<file path="config.mk">
export PLATFORM = sky130hd
export DESIGN_NAME = tlb_purge_sequencer_unit
export DESIGN_NICKNAME = d
export VERILOG_FILES = /design/src/rtl/tps_pkg.sv /design/src/rtl/tlb_purge_sequencer_unit.sv /design/src/rtl/tps_ctrl.sv /design/src/rtl/tps_dp.sv
export SDC_FILE = /design/constraint.sdc
export NUM_CORES = 1
export LEC_CHECK = 0
export ABC_AREA = 1
export BUFFER_PORTS_ARGS = -buffer_cell sky130_fd_sc_hd__buf_2
export CAP_MARGIN = 20
export CORE_MARGIN = 3
export CORE_UTILIZATION = 51
export CTS_CLUSTER_SIZE = 30
export DETAILED_ROUTE_END_ITERATION = 12
export PLACE_DENSITY_LB_ADDON = 0.25
export SLEW_MARGIN = 20
export SYNTH_ARGS = -nofsm -noshare
export SYNTH_HDL_FRONTEND = slang
export SYNTH_SLANG_ARGS = --single-unit
</file>
<file path="constraint.sdc">
create_clock -name i_clk -period 35.5 [get_ports i_clk]
set_input_delay 8.875 -clock i_clk [delete_from_list [all_inputs] [get_ports i_clk]]
set_output_delay 8.875 -clock i_clk [all_outputs]
set_load 0.01 [all_outputs]
</file>
<file path="src/rtl/tps_pkg.sv">
// ============================================================================
// tps_pkg: shared definitions of the TLB purge sequencer
// Holds the sizing constants, the purge kind and register index codes, the
// controller state type and the command and status groups between the
// controller and the datapath.
// ============================================================================
package tps_pkg;

    localparam int ADDR_W        = 64;
    localparam int MAX_RUN       = 64;
    localparam int MAX_PAGE_LOG2 = 28;
    localparam int MIN_PAGE_LOG2 = 12;
    localparam int RUN_CNT_W     = $clog2(MAX_RUN);
    localparam int LOG2_W        = 5;
    localparam int COUNT_W       = 4;
    localparam int STRIDE_W      = 32;
    localparam int CFG_IDX_W     = 3;

    // Rounding added to the range length before the size is taken.
    localparam logic [ADDR_W-1:0] SIZE_ROUND = 64'h0000_0000_0000_0fff;

    typedef logic [1:0] t_kind;
    localparam t_kind KIND_RANGE = 2'd0;
    localparam t_kind KIND_ENTRY = 2'd1;
    localparam t_kind KIND_DROP  = 2'd2;

    typedef logic [CFG_IDX_W-1:0] t_cfg_idx;
    localparam t_cfg_idx CFG_PURGE_BASE   = 3'd0;
    localparam t_cfg_idx CFG_COUNT_OUTER  = 3'd1;
    localparam t_cfg_idx CFG_COUNT_INNER  = 3'd2;
    localparam t_cfg_idx CFG_STRIDE_OUTER = 3'd3;
    localparam t_cfg_idx CFG_STRIDE_INNER = 3'd4;

    typedef enum logic [2:0] {
        S_IDLE,
        S_SIZE,
        S_ALIGN,
        S_RANGE,
        S_ALL
    } t_state;

    typedef struct packed {
        logic load_range;
        logic load_all;
        logic emit_drop;
        logic calc_size;
        logic calc_align;
        logic step_range;
        logic step_all;
    } t_dp_cmd;

    typedef struct packed {
        logic range_done;
        logic all_last;
        logic run_full;
        logic counts_zero;
    } t_dp_status;

endpackage

</file>
<file path="src/rtl/tlb_purge_sequencer_unit.sv">
// ============================================================================
// tlb_purge_sequencer_unit: TLB flush request to purge command sequencer
// Turns one flush request into a run of purge requests, one result a cycle while the walk runs.
// ============================================================================
//
// A request is taken at a rising edge with start high and busy low. During a
// walk, results come out one per cycle on the o_ ports, each marked by
// o_strobe for exactly one cycle; the receiver cannot stall them, so it must
// take every result in the cycle it appears. A range request for the active
// address space first runs its setup steps (take and length sum, page size
// rounding, start alignment) and then one purge per cycle, holding busy
// through the rounding, the alignment and the walk; its last result appears
// in the first cycle with busy low, while the next request may already be
// taken. Each purge step uses the walk address adder and its compare against
// the range end. A range request for an inactive space gives its single
// context-drop result in the cycle after it is taken and never raises busy.
// A flush-all request gives one purge per cycle, count_outer times
// count_inner purges, and gives nothing at all when either count is zero.
// Every run is cut at 64 purges, the final one then carrying o_overflow.
// Configuration is written through i_cfg_we, i_cfg_idx and i_cfg_data, and
// should only be written while the block is idle.
//
module tlb_purge_sequencer_unit (
    input  logic                              i_clk,
    input  logic                              i_rst_n,
    input  logic                              start,
    output logic                              busy,
    input  logic                              i_cmd,
    input  logic [tps_pkg::ADDR_W-1:0]        i_range_start,
    input  logic [tps_pkg::ADDR_W-1:0]        i_range_end,
    input  logic                              i_is_active_space,
    input  logic                              i_cfg_we,
    input  tps_pkg::t_cfg_idx                 i_cfg_idx,
    input  logic [tps_pkg::ADDR_W-1:0]        i_cfg_data,
    output logic                              o_strobe,
    output tps_pkg::t_kind                    o_purge_kind,
    output logic [tps_pkg::ADDR_W-1:0]        o_purge_addr,
    output logic [tps_pkg::LOG2_W-1:0]        o_page_size_log2,
    output logic                              o_overflow,
    output logic                              o_last
);
    import tps_pkg::*;

    // Commands from the controller and status back from the datapath.
    t_dp_cmd    dp_cmd;
    t_dp_status dp_status;

    tps_ctrl u_ctrl (
        .i_clk             (i_clk),
        .i_rst_n           (i_rst_n),
        .i_start           (start),
        .i_cmd             (i_cmd),
        .i_is_active_space (i_is_active_space),
        .i_status          (dp_status),
        .o_cmd             (dp_cmd),
        .o_busy            (busy)
    );

    // The datapath owns the configuration registers and the result
    // registers, so a result is always a registered output.
    tps_dp u_dp (
        .i_clk            (i_clk),
        .i_rst_n          (i_rst_n),
        .i_cmd            (dp_cmd),
        .i_range_start    (i_range_start),
        .i_range_end      (i_range_end),
        .i_cfg_we         (i_cfg_we),
        .i_cfg_idx        (i_cfg_idx),
        .i_cfg_data       (i_cfg_data),
        .o_status         (dp_status),
        .o_strobe         (o_strobe),
        .o_purge_kind     (o_purge_kind),
        .o_purge_addr     (o_purge_addr),
        .o_page_size_log2 (o_page_size_log2),
        .o_overflow       (o_overflow),
        .o_last           (o_last)
    );

endmodule

</file>
<file path="src/rtl/tps_ctrl.sv">
// ============================================================================
// tps_ctrl: sequencing controller of the TLB purge sequencer
// Takes each request, steps the datapath through sizing and alignment for a
// range request and runs the purge walk until the datapath reports the end of the run.
// ============================================================================
module tps_ctrl (
    input  logic                i_clk,
    input  logic                i_rst_n,
    input  logic                i_start,
    input  logic                i_cmd,
    input  logic                i_is_active_space,
    input  tps_pkg::t_dp_status i_status,
    output tps_pkg::t_dp_cmd    o_cmd,
    output logic                o_busy
);
    import tps_pkg::*;

    t_state r_state;
    t_state n_state;

    always_ff @(posedge i_clk) begin
        if (!i_rst_n) begin
            r_state <= S_IDLE;
        end else begin
            r_state <= n_state;
        end
    end

    always_comb begin
        n_state = r_state;
        o_cmd   = '0;
        unique case (r_state)
            S_IDLE: begin
                if (i_start) begin
                    if (!i_cmd) begin
                        if (i_is_active_space) begin
                            o_cmd.load_range = 1'b1;
                            n_state          = S_SIZE;
                        end else begin
                            o_cmd.emit_drop = 1'b1;
                        end
                    end else if (!i_status.counts_zero) begin
                        o_cmd.load_all = 1'b1;
                        n_state        = S_ALL;
                    end
                end
            end
            S_SIZE: begin
                o_cmd.calc_size = 1'b1;
                n_state         = S_ALIGN;
            end
            S_ALIGN: begin
                o_cmd.calc_align = 1'b1;
                n_state          = S_RANGE;
            end
            S_RANGE: begin
                o_cmd.step_range = 1'b1;
                if (i_status.range_done || i_status.run_full) begin
                    n_state = S_IDLE;
                end
            end
            S_ALL: begin
                o_cmd.step_all = 1'b1;
                if (i_status.all_last || i_status.run_full) begin
                    n_state = S_IDLE;
                end
            end
            default: begin
                n_state = S_IDLE;
            end
        endcase
    end

    assign o_busy = (r_state != S_IDLE);

endmodule

</file>
<file path="src/rtl/tps_dp.sv">
// ============================================================================
// tps_dp: datapath of the TLB purge sequencer
// Holds the configuration registers, the size and alignment logic, the walk
// address and counters, and the registered result ports.
// ============================================================================
module tps_dp (
    input  logic                              i_clk,
    input  logic                              i_rst_n,
    input  tps_pkg::t_dp_cmd                  i_cmd,
    input  logic [tps_pkg::ADDR_W-1:0]        i_range_start,
    input  logic [tps_pkg::ADDR_W-1:0]        i_range_end,
    input  logic                              i_cfg_we,
    input  tps_pkg::t_cfg_idx                 i_cfg_idx,
    input  logic [tps_pkg::ADDR_W-1:0]        i_cfg_data,
    output tps_pkg::t_dp_status               o_status,
    output logic                              o_strobe,
    output tps_pkg::t_kind                    o_purge_kind,
    output logic [tps_pkg::ADDR_W-1:0]        o_purge_addr,
    output logic [tps_pkg::LOG2_W-1:0]        o_page_size_log2,
    output logic                              o_overflow,
    output logic                              o_last
);
    import tps_pkg::*;

    // Configuration registers.
    logic [ADDR_W-1:0]   r_purge_base;
    logic [COUNT_W-1:0]  r_count_outer;
    logic [COUNT_W-1:0]  r_count_inner;
    logic [STRIDE_W-1:0] r_stride_outer;
    logic [STRIDE_W-1:0] r_stride_inner;

    // Walk state.
    logic [ADDR_W-1:0]   r_start;
    logic [ADDR_W-1:0]   r_end;
    logic [ADDR_W-1:0]   r_sum;
    logic [LOG2_W-1:0]   r_size_log2;
    logic [ADDR_W-1:0]   r_step;
    logic [ADDR_W-1:0]   r_addr;
    logic [STRIDE_W:0]   r_stride_wrap;
    logic [RUN_CNT_W-1:0] r_cnt;
    logic [COUNT_W-1:0]  r_outer;
    logic [COUNT_W-1:0]  r_inner;

    // Result registers.
    logic                r_strobe;
    t_kind               r_kind;
    logic [ADDR_W-1:0]   r_out_addr;
    logic [LOG2_W-1:0]   r_out_log2;
    logic                r_out_ovf;
    logic                r_out_last;

    logic [LOG2_W-1:0]   n_size_log2;
    logic [LOG2_W-1:0]   v_lead;
    logic                v_high;
    logic [ADDR_W-1:0]   v_step;
    logic [ADDR_W-1:0]   v_range_next;
    logic [ADDR_W-1:0]   v_all_inc;
    logic                v_inner_last;
    logic                v_outer_last;
    logic                v_range_done;
    logic                v_all_last;
    logic                v_run_full;

    // Purge size: position of the leading one, then rounding to a supported
    // page size. Anything above the largest page clamps to it.
    always_comb begin
        v_lead = '0;
        for (int i = 0; i <= MAX_PAGE_LOG2; i++) begin
            if (r_sum[i]) begin
                v_lead = LOG2_W'(i);
            end
        end
        v_high = |r_sum[ADDR_W-1:MAX_PAGE_LOG2+1];
        priority if (v_high) begin
            n_size_log2 = LOG2_W'(MAX_PAGE_LOG2);
        end else if (v_lead < LOG2_W'(MIN_PAGE_LOG2)) begin
            n_size_log2 = LOG2_W'(MIN_PAGE_LOG2);
        end else if ((v_lead <= LOG2_W'(MIN_PAGE_LOG2 + 2)) ||
                     (v_lead == LOG2_W'(MAX_PAGE_LOG2)) || !v_lead[0]) begin
            n_size_log2 = v_lead;
        end else begin
            n_size_log2 = v_lead + LOG2_W'(1);
        end
    end

    assign v_step       = {{(ADDR_W-1){1'b0}}, 1'b1} << r_size_log2;
    assign v_range_next = r_addr + r_step;
    assign v_range_done = !(v_range_next < r_end);
    assign v_inner_last = (r_inner == (r_count_inner - COUNT_W'(1)));
    assign v_outer_last = (r_outer == (r_count_outer - COUNT_W'(1)));
    assign v_all_last   = v_inner_last && v_outer_last;
    assign v_run_full   = (r_cnt == RUN_CNT_W'(MAX_RUN - 1));
    assign v_all_inc    = v_inner_last ? {{(ADDR_W-STRIDE_W-1){1'b0}}, r_stride_wrap}
                                       : {{(ADDR_W-STRIDE_W){1'b0}}, r_stride_inner};

    always_ff @(posedge i_clk) begin
        if (!i_rst_n) begin
            r_purge_base   <= '0;
            r_count_outer  <= COUNT_W'(1);
            r_count_inner  <= COUNT_W'(1);
            r_stride_outer <= '0;
            r_stride_inner <= '0;
        end else if (i_cfg_we) begin
            unique case (i_cfg_idx)
                CFG_PURGE_BASE:   r_purge_base   <= i_cfg_data;
                CFG_COUNT_OUTER:  r_count_outer  <= i_cfg_data[COUNT_W-1:0];
                CFG_COUNT_INNER:  r_count_inner  <= i_cfg_data[COUNT_W-1:0];
                CFG_STRIDE_OUTER: r_stride_outer <= i_cfg_data[STRIDE_W-1:0];
                CFG_STRIDE_INNER: r_stride_inner <= i_cfg_data[STRIDE_W-1:0];
                default: begin
                end
            endcase
        end
    end

    always_ff @(posedge i_clk) begin
        if (i_cmd.load_range) begin
            r_start <= i_range_start;
            r_end   <= i_range_end;
            r_sum   <= i_range_end - i_range_start + SIZE_ROUND;
            r_cnt   <= '0;
        end
        if (i_cmd.load_all) begin
            r_addr        <= r_purge_base;
            r_stride_wrap <= {1'b0, r_stride_inner} + {1'b0, r_stride_outer};
            r_outer       <= '0;
            r_inner       <= '0;
            r_cnt         <= '0;
        end
        if (i_cmd.calc_size) begin
            r_size_log2 <= n_size_log2;
        end
        if (i_cmd.calc_align) begin
            r_step <= v_step;
            r_addr <= r_start & ~(v_step - {{(ADDR_W-1){1'b0}}, 1'b1});
        end
        if (i_cmd.step_range) begin
            r_addr <= v_range_next;
            r_cnt  <= r_cnt + RUN_CNT_W'(1);
        end
        if (i_cmd.step_all) begin
            r_addr <= r_addr + v_all_inc;
            r_cnt  <= r_cnt + RUN_CNT_W'(1);
            if (v_inner_last) begin
                r_inner <= '0;
                r_outer <= r_outer + COUNT_W'(1);
            end else begin
                r_inner <= r_inner + COUNT_W'(1);
            end
        end
    end

    always_ff @(posedge i_clk) begin
        if (!i_rst_n) begin
            r_strobe <= 1'b0;
        end else begin
            r_strobe <= i_cmd.emit_drop | i_cmd.step_range | i_cmd.step_all;
        end
    end

    always_ff @(posedge i_clk) begin
        if (i_cmd.emit_drop) begin
            r_kind     <= KIND_DROP;
            r_out_addr <= '0;
            r_out_log2 <= LOG2_W'(MIN_PAGE_LOG2);
            r_out_ovf  <= 1'b0;
            r_out_last <= 1'b1;
        end
        if (i_cmd.step_range) begin
            r_kind     <= KIND_RANGE;
            r_out_addr <= r_addr;
            r_out_log2 <= r_size_log2;
            r_out_ovf  <= v_run_full && !v_range_done;
            r_out_last <= v_run_full || v_range_done;
        end
        if (i_cmd.step_all) begin
            r_kind     <= KIND_ENTRY;
            r_out_addr <= r_addr;
            r_out_log2 <= LOG2_W'(MIN_PAGE_LOG2);
            r_out_ovf  <= v_run_full && !v_all_last;
            r_out_last <= v_run_full || v_all_last;
        end
    end

    assign o_status.range_done  = v_range_done;
    assign o_status.all_last    = v_all_last;
    assign o_status.run_full    = v_run_full;
    assign o_status.counts_zero = (r_count_outer == '0) || (r_count_inner == '0);

    assign o_strobe         = r_strobe;
    assign o_purge_kind     = r_kind;
    assign o_purge_addr     = r_out_addr;
    assign o_page_size_log2 = r_out_log2;
    assign o_overflow       = r_out_ovf;
    assign o_last           = r_out_last;

endmodule
</file>
### Yosys cells after proc, flatten, opt, wreduce, memory -nomap -nowiden

Index checks and enable logic that the tools add are counted.

| operators by class | value |
|---|---|
| add/sub/neg operators | 12 |
| order comparisons | 3 |
| equality and inequality tests | 17 |
| shift operators | 1 |
| muxes and demuxes | 77 |
| bitwise logic cells | 4 |
| reductions and logical operators | 30 |

Operators by type and width:

| cell | count |
|---|---|
| 64-bit 2-to-1 mux | 7 |
| 5-bit 2-to-1 mux | 31 |
| 64-bit adder | 2 |
| 64-bit by 12-bit adder with 64-bit output, second input constant | 1 |
| 64-bit AND | 1 |
| 64-bit < comparator | 1 |
| 64-bit NOT | 1 |
| 1-bit by 5-bit left shift with 64-bit output, first input constant | 1 |
| 64-bit by 1-bit subtractor with 64-bit output, second input constant | 1 |
| 64-bit subtractor | 1 |
| 36-bit OR reduction | 1 |
| 35-bit OR reduction | 1 |
| 32-bit by 32-bit adder with 33-bit output | 1 |
| 33-bit 2-to-1 mux | 1 |
| 3-bit 2-to-1 mux | 8 |
| 4-bit 2-to-1 mux | 6 |
| 6-bit 2-to-1 mux | 4 |
| 1-bit 2-to-1 mux | 19 |
| 3-bit case mux with 5 select lines | 1 |
| 3-bit by 2-bit == test with 1-bit output, second input constant | 4 |
| 2-bit AND reduction | 5 |
| 4-bit by 1-bit adder with 4-bit output, second input constant | 2 |
| 4-bit == test | 2 |
| 4-bit logical NOT | 2 |
| 22 further kinds | 40 |

| word-level totals | value |
|---|---|
| register bits | 585 |

### Logic depth before layout (Yosys ltp)

Gate-level depths: netlist (run 1).

| depth | value |
|---|---|
| word-level depth | 33 |
| gate-level depth with buffers | 36 |

### Cells and area by module

Synthesis (run 1) repeated with hierarchy kept, for this count alone.

| unflattened totals | value |
|---|---|
| cells, all modules | 4074 |
| area, all modules | 34130.2 µm² |

By module, submodules not included:

| module | times used | cells an instance | area each (µm²) | sequential area each (µm²) |
|---|---|---|---|---|
| tps_dp | 1 | 4031 | 33872.5 | 15004.4 |
| tps_ctrl | 1 | 43 | 257.7 | 60.1 |

### Least setup slack after synthesis (run 1)

Ideal clock, no wire load.

| timing path | value |
|---|---|
| kind | in2reg |
| from | in i_cmd |
| to | reg u_dp.r_cnt[0] (enable) |
| setup time | 0.376 ns |
| arrival time | 28.272 ns |
| path slack | 6.852 ns |
| stages | 3 |
| cells stage by stage | nor4_1 nor2_1 nand2_1 |

| between the ends | value |
|---|---|
| cells in the longest elaborated chain, start to end | 4 |

RTL lines:

| item | RTL line | source |
|---|---|---|
| start: declaration | tlb_purge_sequencer_unit.sv:28 | `input logic i_cmd,` |
| 1-bit 2-to-1 mux | tps_ctrl.sv:35 | `if (!i_cmd) begin` |
| 3-bit 2-to-1 mux (*) | tps_ctrl.sv:34 | `if (i_start) begin` |
| 3-bit 2-to-1 mux (*) | tps_ctrl.sv:32 | `unique case (r_state)` |
| 4-bit nonzero test (no source line) (*) | -- |  |
| end signal: assignment | tps_dp.sv:139 | `r_cnt <= r_cnt + RUN_CNT_W'(1);` |
| end signal: assignment | tps_dp.sv:143 | `r_cnt <= r_cnt + RUN_CNT_W'(1);` |
| end: declaration | tps_dp.sv:40 | `logic [RUN_CNT_W-1:0] r_cnt;` |

Mark *: on every way between the ends. The rest lies on a longest branch, timed or not.
A chain may end at the register's enable or synchronous reset.

### Worst setup path after layout (run 1)

| timing path | value |
|---|---|
| from | in i_range_start[1] (netlist name) |
| to | reg u_dp.r_sum[59], data pin |

| between the ends | value |
|---|---|
| cells in the longest elaborated chain, start to end | 2 |

RTL lines:

| item | RTL line | source |
|---|---|---|
| start: declaration | tlb_purge_sequencer_unit.sv:29 | `input logic [tps_pkg::ADDR_W-1:0] i_range_start,` |
| 64-bit subtractor | tps_dp.sv:120 | `r_sum <= i_range_end - i_range_start + SIZE_ROUND;` |
| 64-bit by 12-bit adder with 64-bit output | tps_dp.sv:120 |  |
| end signal: assignment | tps_dp.sv:120 |  |
| end: declaration | tps_dp.sv:35 | `logic [ADDR_W-1:0] r_sum;` |

Every way passes these cells.

==> flow_metrics.env, run 1 <==
export IMPL_busiest_layer="met1"
export IMPL_drive_above_1_share_pct=12.33
export IMPL_dr_pass1_iters=6
export IMPL_swShare_pct=34.25
export IMPL_rrSetupSlack_ns=30.26
export IMPL_final_common_cell="nand2_1"
export IMPL_max_freq_ghz=0.08698
export IMPL_rsz0062_at_grt="false"
export IMPL_ant_nets=0
export IMPL_cts_root_buffer="clkbuf_16"
export IMPL_cp_required_ns=35.89
export IMPL_grt_max_degree=90
export IMPL_place_congestion=0.9640
export IMPL_hpwl_mm=83.79
export IMPL_crit_end="u_dp.r_sum[59]"
export IMPL_die_width_um=266.7
export IMPL_fin_skew_ns=0.02489
export IMPL_dieHeight_um=266.7
export IMPL_worstSkewPairLatency_ns=0.64
export IMPL_grt_util_all_layers_pct=29.89
export IMPL_synth_distinct_cells=74
export IMPL_grt_pass1_wl_mm=164.1
export IMPL_synth_edff_count=401
export IMPL_ctsResizeCount=0
export IMPL_ioPinCount=276
export IMPL_layout_min_cycle_time_ns=11.50
export IMPL_rows=94
export IMPL_synth_seq_area_share_pct=43.46
export IMPL_hp_start="u_dp.r_stride_outer[0]"
export IMPL_max_clock_path_buffers=3
export IMPL_core_area_mm2=0.06657
export IMPL_final_period_utilization_pct=32.38
export IMPL_cp_end_kind="flip-flop"
export IMPL_ir_drop_uv=45.62
export IMPL_cts_tree="yes"
export IMPL_ys_flop_type="edfxtp_1"
export IMPL_routedWlPerCell_um=20.31
export IMPL_ys_warn_count=0
export IMPL_use_met2_pct=44.40
export IMPL_antenna_found_initial=6
export IMPL_synth_area_mm2=0.03466
export IMPL_htreeDepth=2
export IMPL_path_clk_slew_ns=0.06
export IMPL_final_hold_viol_count=0
export IMPL_postCtsSetupRepairBufs=0
export IMPL_cts_sinks=552
export IMPL_start_util_pct=52.07
export IMPL_r2r_start="u_dp.r_count_inner[0]"
export IMPL_use_met3_pct=4.047
export IMPL_worstReg2RegEnd="u_dp.r_addr[58]"
export IMPL_reg2reg_depth=26
export IMPL_via_per_inst=5.640
export IMPL_first_global_vias=28330
export IMPL_syn_nets=4612
export IMPL_arrival_ns=11.88
export IMPL_cpPeakStageDelay_ns=0.40
export IMPL_crit_path_frequent_cell="nand2_1"
export IMPL_p_leak_nw=17.67
export IMPL_setup_tns_ns=0
export IMPL_drc=0
export IMPL_synth_cells=4113
export IMPL_p_per_area_mw_per_mm2=52.67
export IMPL_area_growth_pct=12.76
export IMPL_drv_slew=0
export IMPL_syn_area_per_cell_um2=8.428
export IMPL_p_clk_share_pct=33.0
export IMPL_synth_seq_cells=552
export IMPL_port_buffers=275
export IMPL_comb_power_share_pct=27.3
export IMPL_drv_cap=0
export IMPL_routed_via_count=29870
export IMPL_fillers=5972
export IMPL_cp_startpoint="i_range_start[1]"
export IMPL_final_cell_mix="nand2_1, inv_1, nor2_1"
export IMPL_internal_power_mw=1.354
export IMPL_crit_type="in2reg"
export IMPL_finalSetupViolations=0
export IMPL_met1_usage_pct=45.49
export IMPL_power_frac_seq_pct=39.8
export IMPL_fin_nets=4876
export IMPL_async_reset_ff_share_pct=0
export IMPL_slowest_stage="fa_1"
export IMPL_drt_total_wl_mm=107.6
export IMPL_whs_ns=0.4519
export IMPL_worst_pin_slew_ns=1.057
export IMPL_grt_overflow=0
export IMPL_startpoint_type="input pin"
export IMPL_p_total_mw=2.059
export IMPL_ctsHoldBuffers=0
export IMPL_slew_headroom_pct=29.54
export IMPL_drt_initial_drc_count=2905
export IMPL_worst_path_max_fanout=3
export IMPL_p_switching_mw=0.7052
export IMPL_hp_class="reg2reg"
export IMPL_outcome="finished clean"
export IMPL_crit_chain="buf_2 > inv_1 > ha_1 > ha_1 > fa_1 > nand3_1 > nand2_1 > a21oi_2 > o21ai_2 > nand2_1 > nand2_1 > nand2_1 > nand2_2 > a21oi_2 > o21ai_1 > nand3_1 > o211ai_1 > nand2_1 > o211ai_1 > a21oi_1 > xnor2_1"
export IMPL_die_area_mm2=0.07113
export IMPL_cts_inserted_buffers=61
[state kept, by name, summed over array words and instances (netlist names), 32 cells and up]
| signal | count |
|---|---|
| u_dp.r_stride_outer | 32 |
| u_dp.r_step | 32 |
| u_dp.r_stride_wrap | 33 |
| u_dp.r_sum | 63 |
| u_dp.r_start | 64 |
| u_dp.r_purge_base | 64 |
| u_dp.r_end | 64 |
| u_dp.r_stride_inner | 32 |
| u_dp.r_addr | 64 |
| u_dp.o_purge_addr | 64 |
[final cells by class]
class                           instances  area [um^2]  share of cell area [%]
Multi-Input combinational cell       2878        17050                   43.61
Sequential cell                       552        15060                   38.54
Inverter                              586         2201                   5.631
Clock buffer                           77         1712                   4.379
Timing Repair Buffer                  298         1551                   3.969
Tap cell                              864         1081                   2.766
Clock inverter                         38        420.4                   1.076
Antenna cell                            4        10.01                 0.02561
[how the worst min path moves through the flow]
stage / end / slack (ns) / depth (start not counted)
after floorplan: u_dp.r_stride_outer[10] / 0.43 / 2
after global placement: u_dp.r_stride_outer[13] / 0.44 / 2
after detailed placement: u_dp.r_stride_outer[13] / 0.44 / 2
after CTS: u_dp.r_stride_outer[13] / 0.45 / 2
after global routing: u_dp.r_stride_outer[13] / 0.47 / 2
final: u_dp.r_stride_outer[0] / 0.45 / 2
[cell families (layout without fill, tap and decap cells)]
group,count (synthesis),in the layout,share of synthesized area [%]
AOI/OAI and AO/OA,865,865,15.31
xor gates and xnor gates,176,176,4.533
adders and majority gates,298,298,10.84
buffers and inverters,683,999,7.511
DFF,552,552,43.46
muxes,2,2,0.05775
other,0,4,0
and+or+nand+nor,1537,1537,18.28
[layer usage]
metal / share of wire, % / wire [um] / vias to the layer above
li1: - / - / 14400
met1: 46 / 49170 / 13980
met2: 42 / 45680 / 1318
met3: 9.2 / 9877 / 173
met4: 2.7 / 2873 / 0
met5: 0 / 0 / -
[power by group through the flow]
| stage | combinational [mW] | clock [mW] | sequential (mW) |
|---|---|---|---|
| 2_1_floorplan | 0.378 | 0 | 0.823 |
| 6_report | 0.561 | 0.678 | 0.819 |
| 5_1_grt | 0.621 | 0.713 | 0.824 |
| 4_1_cts | 0.553 | 0.688 | 0.817 |
| 3_3_place_gp | 0.541 | 0 | 0.829 |
| 3_5_place_dp | 0.548 | 0 | 0.830 |
[cells in the mapped netlist (6+ instances only)]
cell type,count,share of area (%)
or2_2,6,0.11
a21boi_1,6,0.13
nand2_2,13,0.23
o21a_1,17,0.37
xnor2_1,58,1.5
a22oi_1,10,0.22
a31oi_1,43,0.78
inv_2,22,0.24
xor2_1,114,2.9
edfxtp_1,401,35
nor4_1,26,0.47
o211ai_1,31,0.67
nand3_1,145,2.1
inv_1,561,6.1
ha_1,294,11
a21oi_4,11,0.52
o31ai_1,10,0.22
nand2_1,688,7.4
nor2_2,9,0.16
nor2_1,549,5.9
o21ai_0,271,3.9
nand4_1,31,0.56
dfxtp_1,151,8.7
o21ai_1,21,0.30
a21oi_1,324,4.7
a21oi_2,16,0.40
clkbuf_1,80,0.87
o21ai_2,15,0.38
o21ai_4,9,0.42
a211oi_1,6,0.13
buf_1,9,0.097
nor3_1,45,0.65
o221ai_1,17,0.43
[worst max-delay path: cells and delay by family]
family / cells / cell delay (ns)
and+or+nand+nor: 8 / 0.72
buffers and inverters: 2 / 0.12
xor gates and xnor gates: 1 / 0.08
AOI/OAI and AO/OA: 7 / 1.17
adders and majority gates: 3 / 0.90
[through the flow]
step / area, um^2 / worst slack [ns] / utilization (%) / std cells
2_1_floorplan: 34660 / 6.852 / - / 4113
3_3_place_gp: 36940 / 23.40 / 55.50 / 5178
3_5_place_dp: 36940 / 23.32 / 55.50 / 5178
4_1_cts: 39080 / 24.01 / 58.70 / 5293
5_1_grt: 39080 / 23.76 / 58.71 / 5296
6_report: 39090 / 24.00 / 58.72 / 5297
Power figures use the tool's default switching activity.
==> inputs of run 2 (changes only) <==
- ABC_AREA: 1 -> 0
- clock period: 35.5 -> 11.7 ns (I/O delays scaled with it)
==> run 2 against run 1 <==
  * First-iteration DRC count grew 1.9%
  * Count of clock-buffer cells in the layout grew 4
  * Combinational power grew 100%
  * Total power grew to 2.7 times the previous value
  * Core utilization shrank 0.24 points
  * Design area shrank 2.7%
  * Global-route usage shrank 1.9 points
==> flow_metrics.env, run 2 <==
export IMPL_fillers=5673
export IMPL_synth_area_mm2=0.03379
export IMPL_slowest_stage="a2111oi_0"
export IMPL_cts_sinks=552
export IMPL_setup_slack_ns=4.691
export IMPL_rsz0062_at_grt="false"
export IMPL_drv_slew=0
export IMPL_cts_root_buffer="clkbuf_16"
export IMPL_grt_max_degree=92
export IMPL_ys_top_cells_by_count="nand2_1, edfxtp_1, ha_1, a21oi_1, nor2_1"
export IMPL_cp_end_kind="flip-flop"
export IMPL_ys_warn_count=0
export IMPL_drv_cap=0
export IMPL_fin_skew_ns=0.02707
export IMPL_post_place_ws_ns=4.603
export IMPL_netlist_area_leader_share_pct=35.64
export IMPL_final_common_cell="nand2_1"
export IMPL_final_period_utilization_pct=59.91
export IMPL_outcome="finished clean"
export IMPL_swShare_pct=29.63
export IMPL_n_antenna_cell=0
export IMPL_worst_path_max_fanout=13
export IMPL_ioPinCount=276
export IMPL_p_switching_mw=1.624
export IMPL_p_leak_nw=15.79
export IMPL_cts_tree="yes"
export IMPL_place_congestion=0.9839
export IMPL_async_reset_ff_share_pct=0
export IMPL_slew_headroom_pct=30.56
export IMPL_crit_type="reg2reg"
export IMPL_synth_distinct_cells=78
export IMPL_worstSkewPairLatency_ns=0.65
export IMPL_finalSetupViolations=0
export IMPL_critPathBufInv=1
export IMPL_grt_pass1_wl_mm=151.4
export IMPL_startpoint_type="flip-flop"
export IMPL_hpwl_mm=76.30
export IMPL_postCtsSetupRepairBufs=0
export IMPL_yosys_top_cells_area="edfxtp_1, ha_1, dfxtp_1, nand2_1, xnor2_1"
export IMPL_max_freq_ghz=0.1427
export IMPL_routed_via_count=27570
export IMPL_cpPeakStageDelay_ns=0.82
export IMPL_first_global_vias=25600
export IMPL_drt_total_wl_mm=101.1
export IMPL_ir_drop_uv=123.5
export IMPL_power_frac_seq_pct=43.3
export IMPL_synth_cells=3493
export IMPL_p_per_area_mw_per_mm2=144.1
export IMPL_core_area_mm2=0.06505
export IMPL_routedWlPerCell_um=21.88
export IMPL_die_area_mm2=0.06938
export IMPL_arrival_ns=7.37
export IMPL_hp_class="reg2reg"
export IMPL_synth_seq_area_share_pct=44.58
export IMPL_layout_min_cycle_time_ns=7.009
export IMPL_syn_nets=3992
export IMPL_dieHeight_um=263.4
export IMPL_final_area_mm2=0.03804
export IMPL_synth_seq_cells=552
export IMPL_fin_nets=4214
export IMPL_ctsResizeCount=0
export IMPL_crit_chain="ha_1 > fa_1 > a211oi_1 > o211ai_1 > and2_1 > o211ai_1 > a211oi_1 > nor3_1 > a211oi_1 > buf_4 > nand2_1 > xnor2_1 > ha_1 > a21o_1 > a21o_1 > a221o_1 > a21oi_1 > o21ai_0 > a2111oi_0 > o211ai_1 > a31oi_1 > a21oi_1"
export IMPL_critical_path_top_delay_family="compound AO/OA/AOI/OAI gates"
export IMPL_ctsHoldBuffers=0
export IMPL_path_clk_slew_ns=0.06
export IMPL_die_width_um=263.4
export IMPL_syn_area_per_cell_um2=9.674
export IMPL_antenna_found_initial=1
export IMPL_grt_util_all_layers_pct=28.01
export IMPL_rrSetupSlack_ns=4.69
export IMPL_internal_power_mw=3.856
export IMPL_dpl_instance_area_mm2=0.03598
export IMPL_whs_ns=0.4653
export IMPL_synth_top_cell_by_area="edfxtp_1"
export IMPL_via_per_inst=5.965
export IMPL_setup_tns_ns=0
export IMPL_yosysMostFrequentCell="nand2_1"
export IMPL_ant_nets=0
export IMPL_drive_above_1_share_pct=12.77
export IMPL_area_growth_pct=12.56
export IMPL_cp_required_ns=12.06
export IMPL_ys_flop_type="edfxtp_1"
export IMPL_start_util_pct=51.95
export IMPL_final_hold_viol_count=0
export IMPL_p_total_mw=5.480
export IMPL_cts_inserted_buffers=60
export IMPL_final_cell_mix="nand2_1, edfxtp_1, ha_1"
export IMPL_synth_edff_count=401
export IMPL_comb_power_share_pct=20.5
export IMPL_port_buffers=275
export IMPL_drt_initial_drc_count=2959
export IMPL_rows=93
export IMPL_worst_pin_slew_ns=1.029
export IMPL_grt_overflow=0
export IMPL_p_clk_share_pct=36.2
export IMPL_dr_pass1_iters=5
export IMPL_max_clock_path_buffers=3
export IMPL_drc=0
export IMPL_htreeDepth=2
run 2: cell types whose count changed after synthesis, sizes merged, moves of 83 or more:
| cell | change |
|---|---|
| a21boi | +117 |
| a21o | +92 |
| a21oi | -122 |
| and2 | +83 |
| inv | -385 |
| nand2 | -224 |
| nor2 | -333 |
| o21ai | -187 |
run 2: final cells by class:
| cell class | instances | area, um^2 | area share (%) |
|---|---|---|---|
| Tap cell | 855 | 1070 | 2.813 |
| Clock buffer | 81 | 1673 | 4.398 |
| Clock inverter | 32 | 382.9 | 1.007 |
| Inverter | 200 | 750.7 | 1.974 |
| Sequential cell | 552 | 15060 | 39.61 |
| Timing Repair Buffer | 306 | 1612 | 4.237 |
| Multi-Input combinational cell | 2595 | 17480 | 45.97 |
run 2: per-stage QoR:
step / utilization [%] / instances
final: 58.48 / 4621
after global routing: 58.48 / 4621
after CTS: 58.47 / 4621
after detailed placement: 55.31 / 4508
after global placement: 55.31 / 4508
after floorplan: - / 3493
run 2: power groups by stage:
stage / sequential [mW] / combinational, mW / clock (mW)
after global routing: 2.38 / 1.23 / 2.08
after global placement: 2.41 / 1.09 / 0
final: 2.37 / 1.12 / 1.98
after floorplan: 2.37 / 0.768 / 0
after detailed placement: 2.41 / 1.10 / 0
after CTS: 2.37 / 1.11 / 2.00
run 2: worst min-delay path: cells and delay by family (launching register included):
| family | cells | cell delay, ns |
|---|---|---|
| simple gates | 1 | 0.05 |
| compound gates | 1 | 0.06 |
| flops | 1 | 0.31 |
run 2: final timing paths:
| check | cells past startpoint | startpoint | end |
|---|---|---|---|
| max reg2reg | 22 | u_dp.r_addr[0] | u_dp.o_last |
| max | 22 | u_dp.r_addr[0] | u_dp.o_last |
| min | 2 | u_dp.r_purge_base[36] | u_dp.r_purge_base[36] |
| min reg2reg | 2 | u_dp.r_purge_base[36] | u_dp.r_purge_base[36] |
run 2: cells by family (layout without fill, tap and decap cells):
group	count (synthesis)	after routing	share of synthesized area, %
buffers and inverters	346	619	3.847
adder cells (fa/ha/maj)	298	298	11.12
multiplexers	46	46	1.489
XOR/XNOR	201	201	5.210
flip-flops	552	552	44.58
AO/OA/AOI/OAI	923	923	18.37
AND/OR/NAND/NOR	1127	1127	15.38
run 2: per-layer routing:
metal  share of wire (%)  vias up  GRT usage (%)
met2                  43     1239          42.96
met3                 9.2      169          3.748
met4                 2.5        0          6.348
met1                  45    13030          42.17
li1                    -    13130              -
met5                   0        -              0
